### src/sv/bra_pkg.sv
package bra_pkg;

    localparam int DEFAULT_MAP_BYTES = 128;
    localparam int OP_W              = 2;
    localparam int IDX_W             = 10;
    localparam int LEN_W             = 11;
    localparam int BYTE_W            = 8;
    localparam int BIT_SEL_W         = 3;
    localparam int IN_TDATA_W        = 24;
    localparam int OUT_TDATA_W       = 16;

    typedef enum logic [OP_W-1:0] {
        OP_SCAN  = 2'd0,
        OP_SET   = 2'd1,
        OP_TEST  = 2'd2,
        OP_CLEAR = 2'd3
    } opcode_t;

    typedef enum logic [2:0] {
        S_INIT,
        S_IDLE,
        S_SCAN,
        S_BIT_RD,
        S_BIT_EVAL,
        S_CLEAR,
        S_PUSH
    } state_t;

    typedef struct packed {
        logic             hit;
        logic [LEN_W-1:0] run;
        logic [IDX_W-1:0] start;
    } scan_state_t;

endpackage

### src/sv/bitmap_run_allocator.sv
// First-fit allocator over a bitmap of MAP_BYTES*8 bits (1 allocated, 0 free) held in a
// MAP_BYTES x 8 memory. tuser carries the opcode: scan for the lowest run of run_length free
// bits, set or clear a bit (set_value), test a bit, or clear the map; every request returns
// exactly one result. A scan walks the memory one byte per cycle through a byte scan unit;
// set and test go through read, modify/evaluate and result steps; clear writes one byte per
// cycle. Requests rejected at once (zero or too long run, index outside the map) go straight
// to the result. After reset a clearing pass over all MAP_BYTES bytes runs with s_axis_tready
// low. A finished result sits in an output register, so a new request is taken while an earlier
// result still waits. run_start is reported modulo 1024.
module bitmap_run_allocator #(
    parameter int MAP_BYTES = bra_pkg::DEFAULT_MAP_BYTES
) (
    input  logic                             clk,
    input  logic                             rst_n,
    input  logic                             s_axis_tvalid,
    output logic                             s_axis_tready,
    // bit_index[9:0], run_length[20:10], set_value[21], zero pad
    input  logic [bra_pkg::IN_TDATA_W-1:0]   s_axis_tdata,
    // opcode[1:0]
    input  logic [bra_pkg::OP_W-1:0]         s_axis_tuser,
    output logic                             m_axis_tvalid,
    input  logic                             m_axis_tready,
    // found[0], run_start[10:1], bit_value[11], zero pad
    output logic [bra_pkg::OUT_TDATA_W-1:0]  m_axis_tdata
);
    import bra_pkg::*;

    localparam int          AW           = (MAP_BYTES > 1) ? $clog2(MAP_BYTES) : 1;
    localparam logic [31:0] TOTAL_BITS   = 32'(MAP_BYTES * BYTE_W);
    localparam logic [AW-1:0] LAST_ADDR  = AW'(MAP_BYTES - 1);

    state_t              state_reg, state_next;
    opcode_t             op_reg, op_next;
    logic [IDX_W-1:0]    idx_reg, idx_next;
    logic [LEN_W-1:0]    len_reg, len_next;
    logic                val_reg, val_next;
    logic [AW-1:0]       addr_reg, addr_next;
    logic [AW-1:0]       paddr_reg, paddr_next;
    logic                pend_reg, pend_next;
    logic                issue_done_reg, issue_done_next;
    scan_state_t         scan_reg, scan_next;
    logic                res_found_reg, res_found_next;
    logic [IDX_W-1:0]    res_start_reg, res_start_next;
    logic                res_bit_reg, res_bit_next;
    logic                out_valid_reg, out_valid_next;
    logic                out_found_reg, out_found_next;
    logic [IDX_W-1:0]    out_start_reg, out_start_next;
    logic                out_bit_reg, out_bit_next;

    logic                accept;
    opcode_t             in_op;
    logic [IDX_W-1:0]    in_idx;
    logic [LEN_W-1:0]    in_len;
    logic                in_val;
    logic                scan_reject;
    logic                idx_reject;
    logic                scan_done;
    logic                out_load;
    logic [AW-1:0]       byte_addr;
    logic [BYTE_W-1:0]   bit_mask;

    logic                ram_we;
    logic [AW-1:0]       ram_waddr;
    logic [BYTE_W-1:0]   ram_wdata;
    logic [AW-1:0]       ram_raddr;
    logic [BYTE_W-1:0]   ram_rdata;

    scan_state_t         unit_nxt;
    logic [IDX_W-1:0]    unit_base;

    assign in_op       = opcode_t'(s_axis_tuser);
    assign in_idx      = s_axis_tdata[IDX_W-1:0];
    assign in_len      = s_axis_tdata[IDX_W+LEN_W-1:IDX_W];
    assign in_val      = s_axis_tdata[IDX_W+LEN_W];
    assign accept      = s_axis_tvalid && s_axis_tready;
    assign scan_reject = (in_len == '0) || (32'(in_len) > TOTAL_BITS);
    assign idx_reject  = (32'(in_idx) >= TOTAL_BITS);
    assign byte_addr   = AW'(idx_reg[IDX_W-1:BIT_SEL_W]);
    assign bit_mask    = BYTE_W'(1) << idx_reg[BIT_SEL_W-1:0];
    assign unit_base   = IDX_W'({paddr_reg, {BIT_SEL_W{1'b0}}});
    assign scan_done   = pend_reg && (unit_nxt.hit || (paddr_reg == LAST_ADDR));
    assign out_load    = !out_valid_reg || m_axis_tready;

    assign s_axis_tready = (state_reg == S_IDLE);
    assign m_axis_tvalid = out_valid_reg;
    assign m_axis_tdata  = OUT_TDATA_W'({out_bit_reg, out_start_reg, out_found_reg});

    bra_ram #(
        .WIDTH (BYTE_W),
        .DEPTH (MAP_BYTES)
    ) u_map_ram (
        .clk   (clk),
        .we    (ram_we),
        .waddr (ram_waddr),
        .wdata (ram_wdata),
        .raddr (ram_raddr),
        .rdata (ram_rdata)
    );

    bra_scan_unit u_scan_unit (
        .data (ram_rdata),
        .base (unit_base),
        .len  (len_reg),
        .cur  (scan_reg),
        .nxt  (unit_nxt)
    );

    // next state
    always_comb
    begin
        state_next = state_reg;
        unique case (state_reg)
            S_INIT:
            begin
                if (addr_reg == LAST_ADDR)
                begin
                    state_next = S_IDLE;
                end
            end
            S_IDLE:
            begin
                if (accept)
                begin
                    unique case (in_op)
                        OP_SCAN:  state_next = scan_reject ? S_PUSH : S_SCAN;
                        OP_SET:   state_next = idx_reject ? S_PUSH : S_BIT_RD;
                        OP_TEST:  state_next = idx_reject ? S_PUSH : S_BIT_RD;
                        OP_CLEAR: state_next = S_CLEAR;
                        default:  state_next = S_PUSH;
                    endcase
                end
            end
            S_SCAN:
            begin
                if (scan_done)
                begin
                    state_next = S_PUSH;
                end
            end
            S_BIT_RD:   state_next = S_BIT_EVAL;
            S_BIT_EVAL: state_next = S_PUSH;
            S_CLEAR:
            begin
                if (addr_reg == LAST_ADDR)
                begin
                    state_next = S_PUSH;
                end
            end
            S_PUSH:
            begin
                if (out_load)
                begin
                    state_next = S_IDLE;
                end
            end
            default:    state_next = S_INIT;
        endcase
    end

    // datapath and memory control
    always_comb
    begin
        op_next         = op_reg;
        idx_next        = idx_reg;
        len_next        = len_reg;
        val_next        = val_reg;
        addr_next       = addr_reg;
        paddr_next      = paddr_reg;
        pend_next       = pend_reg;
        issue_done_next = issue_done_reg;
        scan_next       = scan_reg;
        res_found_next  = res_found_reg;
        res_start_next  = res_start_reg;
        res_bit_next    = res_bit_reg;
        out_found_next  = out_found_reg;
        out_start_next  = out_start_reg;
        out_bit_next    = out_bit_reg;
        ram_we          = 1'b0;
        ram_waddr       = addr_reg;
        ram_wdata       = '0;
        ram_raddr       = addr_reg;

        unique case (state_reg)
            S_INIT, S_CLEAR:
            begin
                ram_we    = 1'b1;
                addr_next = addr_reg + 1'b1;
            end
            S_IDLE:
            begin
                if (accept)
                begin
                    op_next         = in_op;
                    idx_next        = in_idx;
                    len_next        = in_len;
                    val_next        = in_val;
                    addr_next       = '0;
                    pend_next       = 1'b0;
                    issue_done_next = 1'b0;
                    scan_next       = '0;
                    res_found_next  = 1'b0;
                    res_start_next  = '0;
                    res_bit_next    = 1'b0;
                end
            end
            S_SCAN:
            begin
                pend_next  = !issue_done_reg;
                paddr_next = addr_reg;
                if (!issue_done_reg)
                begin
                    addr_next       = addr_reg + 1'b1;
                    issue_done_next = (addr_reg == LAST_ADDR);
                end
                if (pend_reg)
                begin
                    scan_next = unit_nxt;
                end
                if (scan_done)
                begin
                    res_found_next = unit_nxt.hit;
                    res_start_next = unit_nxt.hit ? unit_nxt.start : '0;
                end
            end
            S_BIT_RD:
            begin
                ram_raddr = byte_addr;
            end
            S_BIT_EVAL:
            begin
                ram_waddr = byte_addr;
                ram_wdata = val_reg ? (ram_rdata | bit_mask) : (ram_rdata & ~bit_mask);
                ram_we    = (op_reg == OP_SET);
                if (op_reg == OP_TEST)
                begin
                    res_bit_next = ram_rdata[idx_reg[BIT_SEL_W-1:0]];
                end
            end
            S_PUSH:
            begin
                if (out_load)
                begin
                    out_found_next = res_found_reg;
                    out_start_next = res_start_reg;
                    out_bit_next   = res_bit_reg;
                end
            end
            default:
            begin
                addr_next = '0;
            end
        endcase

        priority if ((state_reg == S_PUSH) && out_load)
        begin
            out_valid_next = 1'b1;
        end
        else if (m_axis_tready)
        begin
            out_valid_next = 1'b0;
        end
        else
        begin
            out_valid_next = out_valid_reg;
        end
    end

    always_ff @(posedge clk or negedge rst_n)
    begin
        if (!rst_n)
        begin
            state_reg      <= S_INIT;
            addr_reg       <= '0;
            pend_reg       <= 1'b0;
            issue_done_reg <= 1'b0;
            out_valid_reg  <= 1'b0;
        end
        else
        begin
            state_reg      <= state_next;
            addr_reg       <= addr_next;
            pend_reg       <= pend_next;
            issue_done_reg <= issue_done_next;
            out_valid_reg  <= out_valid_next;
        end
    end

    always_ff @(posedge clk)
    begin
        op_reg        <= op_next;
        idx_reg       <= idx_next;
        len_reg       <= len_next;
        val_reg       <= val_next;
        paddr_reg     <= paddr_next;
        scan_reg      <= scan_next;
        res_found_reg <= res_found_next;
        res_start_reg <= res_start_next;
        res_bit_reg   <= res_bit_next;
        out_found_reg <= out_found_next;
        out_start_reg <= out_start_next;
        out_bit_reg   <= out_bit_next;
    end

endmodule

### src/sv/bra_ram.sv
module bra_ram #(
    parameter int WIDTH = 8,
    parameter int DEPTH = 128
) (
    input  logic                                      clk,
    input  logic                                      we,
    input  logic [((DEPTH > 1) ? $clog2(DEPTH) : 1)-1:0] waddr,
    input  logic [WIDTH-1:0]                          wdata,
    input  logic [((DEPTH > 1) ? $clog2(DEPTH) : 1)-1:0] raddr,
    output logic [WIDTH-1:0]                          rdata
);

    logic [WIDTH-1:0] mem [0:DEPTH-1];

    always_ff @(posedge clk)
    begin
        if (we)
        begin
            mem[waddr] <= wdata;
        end
        rdata <= mem[raddr];
    end

endmodule

### src/sv/bra_scan_unit.sv
module bra_scan_unit (
    input  logic [bra_pkg::BYTE_W-1:0] data,
    input  logic [bra_pkg::IDX_W-1:0]  base,
    input  logic [bra_pkg::LEN_W-1:0]  len,
    input  bra_pkg::scan_state_t       cur,
    output bra_pkg::scan_state_t       nxt
);
    import bra_pkg::*;

    // walk the eight bits of one map byte, lowest first
    always_comb
    begin
        scan_state_t s;
        s = cur;
        for (int b = 0; b < BYTE_W; b++)
        begin
            if (!s.hit)
            begin
                if (data[b])
                begin
                    s.run   = '0;
                    s.start = base + IDX_W'(b + 1);
                end
                else
                begin
                    s.run = s.run + 1'b1;
                end
                if (s.run == len)
                begin
                    s.hit = 1'b1;
                end
            end
        end
        nxt = s;
    end

endmodule

### config.mk
export PLATFORM = sky130hd
export DESIGN_NAME = bitmap_run_allocator
export DESIGN_NICKNAME = d
export VERILOG_FILES = /design/src/sv/bra_pkg.sv /design/src/sv/bitmap_run_allocator.sv /design/src/sv/bra_ram.sv /design/src/sv/bra_scan_unit.sv
export SDC_FILE = /design/constraint.sdc
export NUM_CORES = 2
export LEC_CHECK = 0
export BUFFER_PORTS_ARGS = -buffer_cell sky130_fd_sc_hd__buf_2
export CORE_ASPECT_RATIO = 0.8
export CORE_MARGIN = 2
export CORE_UTILIZATION = 41
export DETAILED_ROUTE_END_ITERATION = 7
export GPL_TIMING_DRIVEN = 0
export MAX_ROUTING_LAYER = met4
export PLACE_DENSITY = 0.57
export SETUP_SLACK_MARGIN = 0.05
export SLEW_MARGIN = 20
export SYNTH_ARGS = -nofsm -noshare
export SYNTH_HDL_FRONTEND = slang
export SYNTH_SLANG_ARGS = --single-unit
### constraint.sdc
create_clock -name clk -period 12.41 [get_ports clk]
set_clock_uncertainty 0.15 [all_clocks]
set_input_delay 1.8615 -clock clk [delete_from_list [all_inputs] [get_ports clk]]
set_output_delay 1.8615 -clock clk [all_outputs]
set_load 0.02 [all_outputs]
==> reports/qor.txt <==
CTS tree -> yes
Max Cap Violations -> 0
Lkg Pwr -> 0.0188 uW
total global-route track usage -> 24.6%
slowest stage delay, CP -> 0.52 ns
first-pass GRT wire length -> 224 mm
TritonCTS Buffers -> 108
drt drc -> 0
GPL Wtd Cong -> 0.980
via count -> 33500
initial antenna violation count -> 3
I/O Pins -> 48
largest net degree at the start of global routing -> 37
worst r2r src -> scan_reg[21]$_SDFFCE_PN0P_
syn_area_per_cell -> 14.9 um^2
final hold violation count -> 0
placed instance count -> 5213
Post-Route WL -> 157 mm
hold path depth -> 0
Critical Path Sink Type -> flop
htree depth -> 3
Final Setup Violations -> 0
critical path's most frequent cell -> buf_2
fin crit share -> 95.3%
worst reg2reg setup slack -> 0.59 ns
ANT nets after route -> 0
pwr dens -> 224 nW/um^2
Logic pwr share -> 39.0%
clock tree root driver cell -> clkbuf_16
sequential share of the synthesized area -> 64.8%
reg2reg end -> res_found_reg$_SDFFCE_PN0P_
Critical Path AT -> 12.10 ns
Final Non-Filler Cells -> 5424
Hold Startpoint -> res_start_reg[0]$_SDFFCE_PN0P_
DRT iter0 DRCs -> 4260
P_int -> 8250 uW
Die H -> 322 um
clock share of power -> 25.3%
Via density -> 6.17
EDFF count, synth -> 1101
reg2reg path depth -> 43
Layout fillers -> 10900
Clock Pin Slew Worst Setup and Hold Paths -> 0.06 ns
clock buffer depth -> 3
normalized max-slew margin -> 16.3%
crit path time final -> 11.82 ns
RSZ-0062 raised after global routing -> no
layout cells sized above 1 -> 18.2%
number of port buffers -> 41
vias in the first global route -> 31800
min setup slack post-route -> 0.586 ns
Worst-Skew Late Latency -> 0.72 ns
critical path class -> reg2reg
Post-Synthesis Cells -> 3481
grt ovf -> 0
Synth Cell Area -> 51800 um^2
worst slew pin tran -> 1.25 ns
Sink Count -> 1122
Die ar. -> 129000 um^2
Synth Warn # -> 0
fin. max-slew vios -> 0
Rows -> 116
chip width -> 401 um
Psw -> 4890 uW
core area -> 125000 um^2
VDD IR-drop max -> 0.000123 V
Max Freq -> 84.6 MHz
worst endpoint required time -> 12.68 ns
WHS Endpoint -> out_start_reg[0]$_DFFE_PP_
register bit total from synthesis -> 1122
Starting Density -> 41.4%
Final HPWL DP -> 112 mm
Hold WC Path Type -> reg2reg
area grow syn2layout -> 13.5%
total power -> 13100 uW
share of power burned in registers -> 35.6%
Top FF cell, synth -> edfxtp_1
max reg flops -> 1024
async set-reset flop share out of synthesis -> 1.16%
DP Worst Slack -> -0.680 ns
status -> complete, no violations
Avg WL per Cell -> 29.0 um
DR pass1 iterations -> 6
Crit Path Max Fanout -> 11
nets -> 3712
Sw Ratio -> 37.2%
CP max-delay cell -> o41ai_4
Yosys cell types -> 120
crit path launch type -> flop
placed cells by master (no fill, tap or decap), types with 35 or more instances in the layout:
cell type / count
nor3_1: 64
nor2_1: 260
and2_1: 88
mux4_2: 258
buf_2: 72
nand2_1: 285
edfxtp_1: 1101
xnor2_1: 37
a31oi_1: 64
clkbuf_16: 111
a211oi_1: 108
a311oi_1: 42
nand4_1: 38
nand3_1: 70
a21oi_1: 128
o21ai_0: 74
buf_1: 35
clkbuf_1: 158
through the flow:
step | utilization (%) | hold WS, ns | TNS, ns | cell area (um^2)
final | 47.0 | 0.269 | 0 | 58800
after global routing | 47.0 | 0.273 | 0 | 58800
after CTS | 46.8 | 0.270 | 0 | 58600
after detailed placement | 43.9 | 0.255 | -8.13 | 55000
after global placement | 43.2 | 0.263 | -7.54 | 54000
after floorplan | - | 0.250 | 0 | 51800
cell type report:
| type | count | area (um^2) | share of cell area [%] |
|---|---|---|---|
| Clock buffer | 134 | 2890 | 4.93 |
| Multi-Input combinational cell | 2094 | 17300 | 29.4 |
| Inverter | 31 | 116 | 0.198 |
| Tap cell | 1652 | 2070 | 3.52 |
| Buffer | 237 | 1040 | 1.77 |
| Sequential cell | 1122 | 33500 | 57.1 |
| Clock inverter | 68 | 674 | 1.15 |
| Timing Repair Buffer | 84 | 1110 | 1.89 |
| Antenna cell | 2 | 5.00 | 0.00852 |
power by group through the flow:
stage	combinational [uW]	sequential (uW)	clock, uW
3_5_place_dp	4960	4760	0
2_1_floorplan	3140	4780	0
4_1_cts	4980	4680	3370
5_1_grt	5430	4690	3500
3_3_place_gp	4720	4890	0
6_report	5130	4680	3320
routing by layer:
layer	routed length, um	track usage (%)	share of wire, %
met1	68600	34.6	44
met2	67400	34.5	43
met3	15900	7.10	10
met4	5410	7.68	3.4
met5	0	-	0
worst max path at each step:
stage / start / end / slack [ns] / cells past startpoint
4_1_cts: scan_reg[21]$_SDFFCE_PN0P_ / res_start_reg[1]$_SDFFCE_PN0P_ / 0.15 / 40
3_5_place_dp: scan_reg[21]$_SDFFCE_PN0P_ / res_found_reg$_SDFFCE_PN0P_ / -0.68 / 38
5_1_grt: scan_reg[21]$_SDFFCE_PN0P_ / res_found_reg$_SDFFCE_PN0P_ / 0.01 / 43
3_3_place_gp: scan_reg[21]$_SDFFCE_PN0P_ / res_found_reg$_SDFFCE_PN0P_ / -0.65 / 38
6_report: scan_reg[21]$_SDFFCE_PN0P_ / res_found_reg$_SDFFCE_PN0P_ / 0.59 / 43
2_1_floorplan: scan_reg[11]$_SDFFCE_PN0P_ / res_found_reg$_SDFFCE_PN0P_ / 2.44 / 38
kinds of logic after synthesis:
logic type / count (synthesis) / share of synthesized area, %
flops: 1122 / 64.8
simple gates: 1026 / 9.87
compound gates: 715 / 10.2
mux: 296 / 12.0
buf+inv: 268 / 2.20
xor+xnor: 49 / 0.882
fa+ha+maj: 4 / 0.0967
other cells: 1 / 0.00725
repair_timing:
action,in CTS,in global routing
endpoints found under the setup margin,21,43
pin swaps,1,3
resized for setup,7,23
buffers inserted,2,4
hold buffers,0,0
synth_stat cells, drive strengths merged, types with 23 or more instances:
| master | n | area, um^2 |
|---|---|---|
| o21ai | 95 | 509 |
| edfxtp | 1101 | 33100 |
| nand2 | 286 | 1070 |
| and3 | 23 | 154 |
| mux4 | 258 | 5810 |
| clkbuf | 150 | 563 |
| inv | 24 | 90.1 |
| nand2b | 23 | 144 |
| a211oi | 116 | 911 |
| nand4 | 39 | 250 |
| nor4 | 28 | 218 |
| nand3 | 73 | 380 |
| mux2i | 34 | 340 |
| and2 | 89 | 557 |
| a21oi | 135 | 709 |
| buf | 87 | 458 |
| nor2 | 272 | 1020 |
| o211ai | 26 | 200 |
| a31oi | 65 | 407 |
| xnor2 | 37 | 324 |
| a311oi | 43 | 383 |
| nor3 | 67 | 350 |
critical path: cells and delay by family (launching register included):
family,cells,cell delay [ns]
adders and majority gates,1,0.30
AOI/OAI and AO/OA,20,5.74
xor gates and xnor gates,1,0.18
DFF,1,0.37
and+or+nand+nor,10,2.21
buffers and inverters,11,2.56
(Power assumes the default switching activity.)
